### src/wcpd_pkg.sv
// Package for the waveform column peak decimator.
// Sizes, register map, color classes, controller states and the
// command/status bundles used by the modules. No dependencies.
`default_nettype none
package wcpd_pkg;

  localparam int SAMPLE_DEPTH = 65536;
  localparam int COLUMNS      = 256;
  localparam int BAR_HEIGHT   = 128;
  localparam int TOP_OFFSET   = 16;

  localparam int FULL_SCALE_SH = 15;  // full scale 32768
  localparam int CURSOR_WIDTH  = 3;

  localparam int ADDR_W  = $clog2(SAMPLE_DEPTH);
  localparam int COL_SH  = $clog2(COLUMNS);
  localparam int POS_W   = 17;
  localparam int ROW_W   = 12;
  localparam int PROD_W  = 26;

  localparam int HALF_HEIGHT  = BAR_HEIGHT / 2;
  localparam int CENTER_ROW   = TOP_OFFSET + HALF_HEIGHT;
  localparam int BOTTOM_LIMIT = TOP_OFFSET + BAR_HEIGHT;

  localparam logic [7:0] CURSOR_RESET = 8'd128;

  typedef enum logic [2:0] {
    REG_VIEW_START    = 3'd0,
    REG_VIEW_LENGTH   = 3'd1,
    REG_SAMPLE_COUNT  = 3'd2,
    REG_TRIM_START    = 3'd3,
    REG_TRIM_END      = 3'd4,
    REG_CURSOR_COLUMN = 3'd5
  } reg_idx_t;

  typedef enum logic [1:0] {
    CLASS_NORMAL = 2'd0,
    CLASS_TRIM   = 2'd1,
    CLASS_CURSOR = 2'd2
  } color_class_t;

  typedef enum logic [2:0] {
    ST_IDLE,
    ST_LAST,
    ST_SCAN,
    ST_SCALE,
    ST_EMIT
  } state_t;

  typedef struct packed {
    logic [15:0]      view_start;
    logic [POS_W-1:0] view_length;
    logic [POS_W-1:0] sample_count;
    logic [POS_W-1:0] trim_start;
    logic [POS_W-1:0] trim_end;
    logic [7:0]       cursor_column;
  } cfg_t;

  typedef struct packed {
    logic mem_write;
    logic load;
    logic calc_last;
    logic read;
    logic scale;
    logic emit;
  } dp_cmd_t;

  typedef struct packed {
    logic render_ok;
    logic scan_more;
  } dp_status_t;

endpackage
`default_nettype wire

### src/wcpd_ctrl.sv
// Controller state machine: sequences span setup, the memory scan,
// scaling and result emission. Depends on wcpd_pkg.
`default_nettype none
module wcpd_ctrl (
  input  wire logic                 clk,
  input  wire logic                 rst_n,
  input  wire logic                 start,
  input  wire logic                 in_command,
  input  wire wcpd_pkg::dp_status_t status,
  output wcpd_pkg::dp_cmd_t         cmd,
  output logic                      busy
);

  wcpd_pkg::state_t state_r, state_nxt;

  always_ff @(posedge clk) begin
    if (!rst_n) begin
      state_r <= wcpd_pkg::ST_IDLE;
    end else begin
      state_r <= state_nxt;
    end
  end

  always_comb begin
    state_nxt = state_r;
    cmd       = '0;
    busy      = 1'b1;
    unique case (state_r)
      wcpd_pkg::ST_IDLE: begin
        busy = 1'b0;
        if (start) begin
          if (!in_command) begin
            cmd.mem_write = 1'b1;
          end else if (status.render_ok) begin
            cmd.load  = 1'b1;
            state_nxt = wcpd_pkg::ST_LAST;
          end
        end
      end
      wcpd_pkg::ST_LAST: begin
        cmd.calc_last = 1'b1;
        state_nxt     = wcpd_pkg::ST_SCAN;
      end
      wcpd_pkg::ST_SCAN: begin
        // the last read's data folds in at the edge that leaves this state
        if (status.scan_more) begin
          cmd.read = 1'b1;
        end else begin
          state_nxt = wcpd_pkg::ST_SCALE;
        end
      end
      wcpd_pkg::ST_SCALE: begin
        cmd.scale = 1'b1;
        state_nxt = wcpd_pkg::ST_EMIT;
      end
      wcpd_pkg::ST_EMIT: begin
        cmd.emit  = 1'b1;
        state_nxt = wcpd_pkg::ST_IDLE;
      end
      default: begin
        state_nxt = wcpd_pkg::ST_IDLE;
      end
    endcase
  end

endmodule
`default_nettype wire

### config.mk
export PLATFORM = sky130hd
export DESIGN_NAME = wcpd_ctrl
export DESIGN_NICKNAME = d
export VERILOG_FILES = /design/src/wcpd_pkg.sv /design/src/wcpd_ctrl.sv
export SDC_FILE = /design/constraint.sdc
export NUM_CORES = 1
export LEC_CHECK = 0
export ABC_AREA = 1
export BUFFER_PORTS_ARGS = -buffer_cell sky130_fd_sc_hd__buf_2
export CAP_MARGIN = 0
export CELL_PAD_IN_SITES_DETAIL_PLACEMENT = 0
export CELL_PAD_IN_SITES_GLOBAL_PLACEMENT = 1
export CORE_AREA = 5 5 42 44
export CTS_BUF_LIST = sky130_fd_sc_hd__clkbuf_8
export DETAILED_ROUTE_END_ITERATION = 10
export DIE_AREA = 0 0 47 49
export PLACE_DENSITY = 0.51
export SLEW_MARGIN = 20
export SYNTH_ARGS = -nofsm -noshare
export SYNTH_HDL_FRONTEND = slang
export SYNTH_SLANG_ARGS = --single-unit
### constraint.sdc
create_clock -name clk -period 1.08 [get_ports clk]
set_clock_uncertainty 0.05 [all_clocks]
set_input_delay 0.162 -clock clk [delete_from_list [all_inputs] [get_ports clk]]
set_output_delay 0.162 -clock clk [all_outputs]
set_load 0.05 [all_outputs]
Word-level counts from Yosys, hierarchy flattened
Index checks and enable logic that the tools add are counted.

Flip-flop bits (word level): 3. Output and inout port bits: 7.

Eq/ne operators: 8. Mux-type cells: 16. Reduce and logical (&&, ||, !) cells: 2.

Operators by type and width (count): two-way mux 3 bit (4); one-hot mux 3 bit (4 select lines) (1); two-way mux 1 bit (9); != test 2 bit (second input constant) (4); equality test 3 x 2 -> 1 bit (second input constant) (2); two-way mux 2 bit (2); AND reduction 4 bit (1); equality test 3 x 1 -> 1 bit (second input constant) (1); equality test 3 bit (second input constant) (1); zero test 3 bit (1).

Longest topological paths before layout
Depth after elaboration: 4. Mapped depth: 4.

Worst setup path after synthesis
No wires, ideal clock.

Path kind: reg-to-output. Start: register state_r[0]. End: output cmd[3] (netlist name). Path slack: -608 ps. Data required time: 868 ps. Stages on the path, launching flop included: 3. Arrival: 1476 ps. Cells stage by stage: dfxtp_1 > inv_1 > nor3_1.

RTL lines: start: declaration (RTL line wcpd_ctrl.sv:14) `wcpd_pkg::state_t state_r, state_nxt;`; start signal: assignment (RTL line wcpd_ctrl.sv:18) `state_r <= wcpd_pkg::ST_IDLE;`; start signal: assignment (RTL line wcpd_ctrl.sv:20) `state_r <= state_nxt;`; end: declaration (RTL line wcpd_ctrl.sv:10) `output wcpd_pkg::dp_cmd_t cmd,`.

==> results.cfg <==
[timing]
slew_violations = 0
rsz0062_at_grt = true
final-setup-viol-count = 8
fin_ws_ps = -253
worst_slew_pin_slew_ps = 168
final.min_clock_period_ps = 1330
min_period_over_period = 1.23
timing.hold.ws_ps = 139
max_freq_mhz = 750
timing.slew.headroom = 0.887
hold_viol_final = 0

[clock_tree]
cts_root_buf = clkbuf_8
path_clk_slew_ps = 30
cts_tree = yes
postCtsHoldBufs = 0
clk_latency_ps = 210
numClockSinks = 3
cts_made_buffers = 3
clock_path_buffers = 2
ctsHtreeMaxLevel = 1

[routing]
routedWlPerCell_microns = 9.36
drt-vias-per-instance = 3.67
drcViolationCount = 0
detail-route-antenna-nets = 0
via_count = 246
detail_route.iter0.violations = 3
firstDrtPassIters = 2
finalWirelength_microns = 627

[global_routing]
grt_max_degree = 5
overflow = 0
grt_pass1_wl_microns = 1140
antenna_found_initial = 0
grt_usage = 0.0682
grt_pass1_vias = 281

[place]
portBuffers = 12
gp_congestion = 0.671
place_hpwl_microns = 441

[die]
initial_core_util = 0.122
rows = 14
die_h_microns = 49
coreArea_sq_mm = 0.00140
die_w_microns = 47
boundaryPins = 13
fp.dieArea_sq_mm = 0.00230

[synth]
synth_cell_types = 10
muxShareOfSynthArea = 0
synthesis.area_sq_um = 171
synth_top_family_by_area = simple AND/OR/NAND/NOR gates
synth_nets = 32
synth-simple-area-share = 0.489
synth_compound_gate_area_share = 0.0292
synth-seq-cells = 3
yosysWarnings = 0
netlist_instances = 26
yosys.area.top_type_share = 0.350
synth_fa_ha_area_frac = 0
syn_avg_cell_area_sq_um = 6.59
seq_area_frac_synth = 0.350
synth_xor_area_frac = 0
yosysTopAreaCell = dfxtp_1
synthTopCellsByArea = dfxtp_1, nand3_1, inv_1, nor2_1, nand2_2

[finish]
fillers = 159
seqCellArea_sq_um = 65.1
largest_register_ff_count = 3
reg.largest.list = state_r x3
drive_gt1_frac = 0.686
syn_to_final_growth_pct = 175
largest-register = state_r
final_cell_mix = buf_6, buf_4, inv_1, nand3_1, buf_2
multi_input_area_sq_um = 126
fin_nets = 58
antenna_cells = 0

[power]
pwr-share-clk = 0.337
p_sw_mw = 0.340
internal-power_mw = 0.583
p_comb_frac = 0.508
p_total_mw = 0.923
seq_power_share = 0.155
powerDensity_mw_per_mm2 = 1960
sw_frac_of_total = 0.368
p_leak_nw = 0.232
peakVddDrop_v = 0.000866

[critical_path]
critical_path_peak_fanout = 3
cpMaxStageDelayCell = dfxtp_2
critPathRequiredTime_ps = 870
path_class = flip-flop to output pin
path_cells = nor2_4 -> nand2_4 -> nor3b_4 -> buf_6
startpoint_type = flip-flop
worstSetupEndpointType = output pin
cp.arrival_ps = 1120
max_stage_delay_ps = 330

[status]
violations = setup timing
status = finished with violations

[hold_path]
hold_path_class = input port to flip-flop

[run]
maxCapViolCount = 0
==> layer usage <==
metal / part of all wire / GRT usage / vias to the layer above
met5: 0 / 0 / -
met2: 0.48 / 0.102 / 11
met4: 0 / 0.0553 / 0
met3: 0.11 / 0.0258 / 0
li1: - / - / 129
met1: 0.41 / 0.0722 / 106
==> cell usage after synthesis <==
cell,n
dfxtp_1,3
nand2_1,2
nor2_2,1
nor2_1,4
nand3_1,5
nand2_2,2
nor3b_2,1
nor3_1,1
a21oi_1,1
inv_1,6
==> cell type report <==
class,instances,share of cell area
clock buffer,3,0.0875
clock inverter,1,0.00796
inverter,6,0.0610
multi-input combinational,17,0.268
sequential,3,0.138
tap,16,0.0424
timing repair buffer,21,0.395
==> kinds of logic (layout without fill, tap and decap cells) <==
family	Yosys count	count (layout)
DFF	3	3
buffers and inverters	6	31
AOI/OAI and AO/OA	1	1
and+or+nand+nor	16	16
==> per-stage QoR <==
step	util	cell area [sq um]	setup slack, ps	TNS (ps)	instances
after floorplan	-	208	-285	-656	26
after global placement	0.243	340	-117	-334	61
after detailed placement	0.243	340	-130	-321	61
after CTS	0.327	458	-262	-1390	67
after global routing	0.337	472	-326	-1830	67
final	0.337	472	-253	-1310	67
==> critical path: cells and delay by family, from the launching register on <==
kind                   cells  cell delay [ps]
DFF                        1              330
and+or+nand+nor            3              400
buffers and inverters      1              180
==> power groups by stage <==
stage,registers (mW),logic (mW),clock network [mW]
floorplan,0.146,0.234,0
global placement,0.141,0.353,0
detailed placement,0.141,0.352,0
CTS,0.141,0.458,0.321
global route,0.145,0.502,0.332
finish,0.143,0.469,0.311
==> worst paths after layout <==
path                                         startpoint                      end  slack, ps  cells after the start
worst max register to register  state_r[0]$_SDFFE_PN0P_  state_r[1]$_SDFFE_PN0P_        -20                      7
worst min-delay path                              rst_n  state_r[2]$_SDFFE_PN0P_        140                      3
worst max-delay path            state_r[2]$_SDFFE_PN0P_                   cmd[5]       -250                      4
worst min register to register  state_r[1]$_SDFFE_PN0P_  state_r[1]$_SDFFE_PN0P_        510                      2
==> what timing repair did <==
| item | CTS | global route |
|---|---|---|
| setup endpoints to repair | 7 | 9 |
| resized for setup | 19 | 4 |
| pin swaps | 3 | 1 |
| setup buffers | 2 | 0 |
No activity file was read; power rests on OpenSTA's default activity.
