## src/wcpd_pkg.sv

```systemverilog
// Package for the waveform column peak decimator.
// Sizes, register map, color classes, controller states and the
// command/status bundles used by the modules. No dependencies.
`default_nettype none
package wcpd_pkg;

  localparam int SAMPLE_DEPTH = 65536;
  localparam int COLUMNS      = 256;
  localparam int BAR_HEIGHT   = 128;
  localparam int TOP_OFFSET   = 16;

  localparam int FULL_SCALE_SH = 15;  // full scale 32768
  localparam int CURSOR_WIDTH  = 3;

  localparam int ADDR_W  = $clog2(SAMPLE_DEPTH);
  localparam int COL_SH  = $clog2(COLUMNS);
  localparam int POS_W   = 17;
  localparam int ROW_W   = 12;
  localparam int PROD_W  = 26;

  localparam int HALF_HEIGHT  = BAR_HEIGHT / 2;
  localparam int CENTER_ROW   = TOP_OFFSET + HALF_HEIGHT;
  localparam int BOTTOM_LIMIT = TOP_OFFSET + BAR_HEIGHT;

  localparam logic [7:0] CURSOR_RESET = 8'd128;

  typedef enum logic [2:0] {
    REG_VIEW_START    = 3'd0,
    REG_VIEW_LENGTH   = 3'd1,
    REG_SAMPLE_COUNT  = 3'd2,
    REG_TRIM_START    = 3'd3,
    REG_TRIM_END      = 3'd4,
    REG_CURSOR_COLUMN = 3'd5
  } reg_idx_t;

  typedef enum logic [1:0] {
    CLASS_NORMAL = 2'd0,
    CLASS_TRIM   = 2'd1,
    CLASS_CURSOR = 2'd2
  } color_class_t;

  typedef enum logic [2:0] {
    ST_IDLE,
    ST_LAST,
    ST_SCAN,
    ST_SCALE,
    ST_EMIT
  } state_t;

  typedef struct packed {
    logic [15:0]      view_start;
    logic [POS_W-1:0] view_length;
    logic [POS_W-1:0] sample_count;
    logic [POS_W-1:0] trim_start;
    logic [POS_W-1:0] trim_end;
    logic [7:0]       cursor_column;
  } cfg_t;

  typedef struct packed {
    logic mem_write;
    logic load;
    logic calc_last;
    logic read;
    logic scale;
    logic emit;
  } dp_cmd_t;

  typedef struct packed {
    logic render_ok;
    logic scan_more;
  } dp_status_t;

endpackage
`default_nettype wire

```

## src/wcpd_regs.sv

```systemverilog
// Configuration register file behind the APB-style port.
// Depends on wcpd_pkg for the register map and cfg_t.
`default_nettype none
module wcpd_regs (
  input  wire logic              clk,
  input  wire logic              rst_n,
  input  wire logic              psel,
  input  wire logic              penable,
  input  wire logic              pwrite,
  input  wire logic [4:0]        paddr,
  input  wire logic [31:0]       pwdata,
  output logic      [31:0]       prdata,
  output logic                   pready,
  output wcpd_pkg::cfg_t         cfg
);

  wcpd_pkg::cfg_t     cfg_r, cfg_nxt;
  wcpd_pkg::reg_idx_t idx;
  logic               wr_en;

  assign idx    = wcpd_pkg::reg_idx_t'(paddr[4:2]);
  assign wr_en  = psel & penable & pwrite;
  assign pready = 1'b1;
  assign cfg    = cfg_r;

  always_comb begin
    cfg_nxt = cfg_r;
    if (wr_en) begin
      unique case (idx)
        wcpd_pkg::REG_VIEW_START:    cfg_nxt.view_start    = pwdata[15:0];
        wcpd_pkg::REG_VIEW_LENGTH:   cfg_nxt.view_length   = pwdata[16:0];
        wcpd_pkg::REG_SAMPLE_COUNT:  cfg_nxt.sample_count  = pwdata[16:0];
        wcpd_pkg::REG_TRIM_START:    cfg_nxt.trim_start    = pwdata[16:0];
        wcpd_pkg::REG_TRIM_END:      cfg_nxt.trim_end      = pwdata[16:0];
        wcpd_pkg::REG_CURSOR_COLUMN: cfg_nxt.cursor_column = pwdata[7:0];
        default: ;
      endcase
    end
  end

  always_comb begin
    unique case (idx)
      wcpd_pkg::REG_VIEW_START:    prdata = {16'd0, cfg_r.view_start};
      wcpd_pkg::REG_VIEW_LENGTH:   prdata = {15'd0, cfg_r.view_length};
      wcpd_pkg::REG_SAMPLE_COUNT:  prdata = {15'd0, cfg_r.sample_count};
      wcpd_pkg::REG_TRIM_START:    prdata = {15'd0, cfg_r.trim_start};
      wcpd_pkg::REG_TRIM_END:      prdata = {15'd0, cfg_r.trim_end};
      wcpd_pkg::REG_CURSOR_COLUMN: prdata = {24'd0, cfg_r.cursor_column};
      default:                     prdata = 32'd0;
    endcase
  end

  always_ff @(posedge clk) begin
    if (!rst_n) begin
      cfg_r               <= '0;
      cfg_r.cursor_column <= wcpd_pkg::CURSOR_RESET;
    end else begin
      cfg_r <= cfg_nxt;
    end
  end

endmodule
`default_nettype wire

```

## config.mk

```make
export PLATFORM = sky130hd
export DESIGN_NAME = wcpd_regs
export DESIGN_NICKNAME = d
export VERILOG_FILES = /design/src/wcpd_pkg.sv /design/src/wcpd_regs.sv
export SDC_FILE = /design/constraint.sdc
export NUM_CORES = 1
export LEC_CHECK = 0
export BUFFER_PORTS_ARGS = -buffer_cell sky130_fd_sc_hd__buf_2
export CORE_UTILIZATION = 49
export DETAILED_ROUTE_END_ITERATION = 16
export PLACE_DENSITY_LB_ADDON = 0.2
export SLEW_MARGIN = 40
export SYNTH_ARGS = -nofsm -noshare
export SYNTH_HDL_FRONTEND = slang
export SYNTH_SLANG_ARGS = --single-unit
```

## constraint.sdc

```tcl
create_clock -name clk -period 1.3 [get_ports clk]
set_input_delay 0.13 -clock clk [delete_from_list [all_inputs] [get_ports clk]]
set_output_delay 0.13 -clock clk [all_outputs]
set_load 0.02 [all_outputs]
```

# [After elaboration in Yosys (flattened, before gate mapping)]
# Cells that the tools add are included.
[op_classes] n_eq_ne=5 mux=1 bitwise_logic=2 reduce_logical=7
[ops] op="$pmux W17 S6" n=1
[ops] op="$reduce_and A2 Y1" n=6
[ops] op="$eq A3 B2 Y1 const B" n=2
[ops] op="$eq A3 B3 Y1 const B" n=2
[ops] op="$eq A3 B1 Y1 const B" n=1
[ops] op="$logic_not A3 Y1" n=1
[ops] op="$and A1 B1 Y1" n=2
[totals] ff_bits=92 out_inout_bits=125 word_cells=21

# [Longest topological paths before layout]
[depth] word_depth=3 mapped_depth=6 depth_no_buf=3

# [Least setup slack after synthesis]
# OpenSTA, ideal clock, no wires.
[synth_timing] path_kind="input port to output port" from="in paddr[2]" to="out prdata[4]" t_arrival_ps=1227 setup_slack_ps=-57 cell_stages=5 cell_sequence="buf_6 buf_4 buf_2 mux2i_1 o21ai_0"
[synth_between] elab_chain_len=2 word_cells_on_any_way=7 classes_between="5 x eq/ne; 1 x mux; 1 x reduce/logical"
[synth_lines] item="start, declared" line_no="wcpd_regs.sv:10" rtl="input wire logic [4:0] paddr,"
[synth_lines] item="$eq A3 B3 Y1 (tied with other cells)" line_no="wcpd_regs.sv:42" rtl="unique case (idx)"
[synth_lines] item="$pmux W17 S6 *" line_no="wcpd_regs.sv:42"
[synth_lines] item="end, declared" line_no="wcpd_regs.sv:12" rtl="output logic [31:0] prdata,"
# Mark *: on every way between the ends. The rest lies on a longest branch, timed or not.

# [Final worst setup path]
[layout_timing] from="reg cfg_r, in the netlist cfg[82]" to="out prdata[6]"
[layout_between] elab_chain_len=1
[layout_lines] item="start, declared" line_no="wcpd_regs.sv:17" rtl="wcpd_pkg::cfg_t cfg_r, cfg_nxt;"
[layout_lines] item="start signal, assigned" line_no="wcpd_regs.sv:58" rtl="cfg_r <= cfg_nxt;"
[layout_lines] item="$pmux W17 S6" line_no="wcpd_regs.sv:42"
# Every way passes these cells.

==> run summary <==
Post-synthesis adder-cell area fraction = 0%
Clk sink count = 92
Synth Area per Inst = 10.01 sq um
Number of global-route vias before repair = 3,558
Die width = 96.48 um
HP Class = input pin to register
Fin crit period = 1.589 ns
Pre-CTS WS = -0.1461 ns
Nets = 662
TritonCTS Buffers = 9
FP Rows = 34
Area growth syn-to-layout = 38.04%
DRT Pass-1 Iters = 4
Max Cap Viol = 0
Commonest non-fill, non-tap cell in the layout = nand2_1
Clock latency on the worst-skew pair = 0.34 ns
Final ANT Viol Nets = 0
Initial antenna violation count = 0
Drt initial violations = 162
Clk_skew = 0 ns
Vias = 3,815
Post-Route Utilization = 69.58%
Max reg flops = 92
Cell variety after synth = 31
First-pass GRT wire length = 18,040 um
Worst Setup End Kind = primary output
Pleak = 2.770 nW
Cell taking the most area after synthesis = dfxtp_1
Outcome = finished with violations
H-tree Lvls = 3
WL final = 11,960 um
Die Y = 96.48 um
Max clock buf depth = 2
Register area share after synthesis = 42.11%
Final Cell Area = 6038 sq um
Yosys top cell area share = 42.11%
Synth Area in XOR/XNOR = 0%
Die Area = 9308 sq um
Largest fanout on the critical path = 2
Initial Utilization = 50.40%
Mux cell area share after synthesis = 29.41%
Finish-stage setup viols = 11
DP Wirelength = 8000 um
Clock slew at reported path FFs = 0.09 ns
Finished Layout Cells = 733
Violated checks = setup timing
Final hold vios = 0
Synth Area in Simple Gates = 14.99%
Post-synth EDFFs = 0
Total global routing overflow = 0
GRT Overall Usage = 25.82%
Clk root buf = clkbuf_8
Largest net degree at the start of global routing = 59
Setup ws final = -0.2889 ns
CP Data Required Time = 1.17 ns
WL per Instance = 16.32 um
Largest family of logic cells by synthesized area = multiplexers
Diodes inserted = 0
Layout cells sized above 1 = 47.84%
Commonest non-fill, non-tap cells in the layout = nand2_1 (115), mux2i_1 (114), buf_2 (114)
Synth Instances = 437
Ys flop type = dfxtp_1
Yosys reg bits = 92
Setup CP Type = register to primary output
Synth area leaders = dfxtp_1 (42%), mux2i_1 (26%), nand2_1 (9.9%)
Syn. warnings = 0
Synthesized area = 4374 sq um
Core Box Area = 8678 sq um
Critical Path Start Type = register
Placer congestion estimate = 0.7847
VDD IR max = 482.6 uV
CTS tree = built
Fin crit share = 122.2%
Placed inst area = 5416 sq um
IO Pins = 167
Remaining DRCs = 0
WP data arrival = 1.46 ns
Placed insts = 685
Synth Area in Compound Gates = 5.950%
Fmax achieved = 629.3 MHz
Port Buf Inserts = 133
Power Density = 858.3 nW/um^2
RSZ-0062 raised after global routing = true
DR vias/cell = 5.205
Async SR Flop Fraction = 0%
Slew Viols, Final = 0
[worst max-delay path, stage by stage, from the launching register on]
cell and delay [ns]:
dfxtp_2 0.33, mux2_2 0.26, a221oi_2 0.25, a21oi_1 0.09
buf_4 0.18
[stage by stage]
| stage | hold WS [ns] | setup TNS [ns] | total power [mW] |
|---|---|---|---|
| 3_5_place_dp | 0.4619 | -3.591 | 3.489 |
| 3_3_place_gp | 0.4557 | -3.001 | 3.483 |
| 6_report | 0.1059 | -1.921 | 5.182 |
| 5_1_grt | 0.1134 | -2.937 | 5.367 |
| 2_1_floorplan | 0.3329 | 0 | 3.307 |
| 4_1_cts | 0.09641 | -1.901 | 5.200 |
[worst paths after layout]
| kind | slack [ns] | from | depth (start not counted) | endpoint |
|---|---|---|---|---|
| setup / recovery | -0.29 | cfg[82]$_SDFFE_PN0P_ | 4 | prdata[6] |
| hold / removal | 0.11 | pwdata[7] | 3 | cfg[7]$_SDFFE_PN1P_ |
| hold reg to reg | 0.46 | cfg[73]$_SDFFE_PN0P_ | 2 | cfg[73]$_SDFFE_PN0P_ |
| setup reg to reg | 0.49 | cfg[29]$_SDFFE_PN0P_ | 4 | cfg[29]$_SDFFE_PN0P_ |
[metal layers]
metal	global-route usage, %	vias to the layer above	routed length (um)
li1	-	1839	-
met1	34.91	1836	5612
met2	42.31	132	5610
met3	4.460	8	649
met4	7.108	0	88
met5	0	-	0
[synth_stat cells (all sizes together) (2+ instances only)]
master and count:
mux2i 115, nand2 115, dfxtp 92, buf 34, mux2 12, clkbuf 11
nor2 11, a221oi 6, a22oi 6, o21ai 5, o221ai 5, a21oi 3
o21a 3, o22a 3, conb 2, nand2b 2, nor2b 2, o22ai 2
[timing repair]
| item | 4_1_cts | 5_1_grt |
|---|---|---|
| pin swaps | 14 | 11 |
| gates cloned | 1 | 0 |
| hold buffers | 0 | 0 |
| gates resized for setup | 66 | 23 |
| setup endpoints to repair | 17 | 17 |
| buffers inserted | 25 | 6 |
[area by class of cell]
type                       instances  area (sq um)
fill                             689          2640
multi-input combinational        313          2364
sequential                        92          1902
timing repair buffer             202          1463
tap                              108         135.1
clock buffer                      11         131.4
clock inverter                     5         36.28
inverter                           2         7.507
[report_power, final]
part           switching (mW)  leakage [nW]  total (mW)  internal [mW]
Sequential             0.0157         0.766        2.85           2.84
Clock                   0.999        0.0760        1.70          0.701
Combinational           0.383          1.93       0.630          0.246
[cell families after synthesis]
group           after synthesis
simple gates                134
mux                         127
flops                        92
buf+inv                      47
compound gates               35
other cells                   2
No activity file was read; power rests on OpenSTA's default activity.
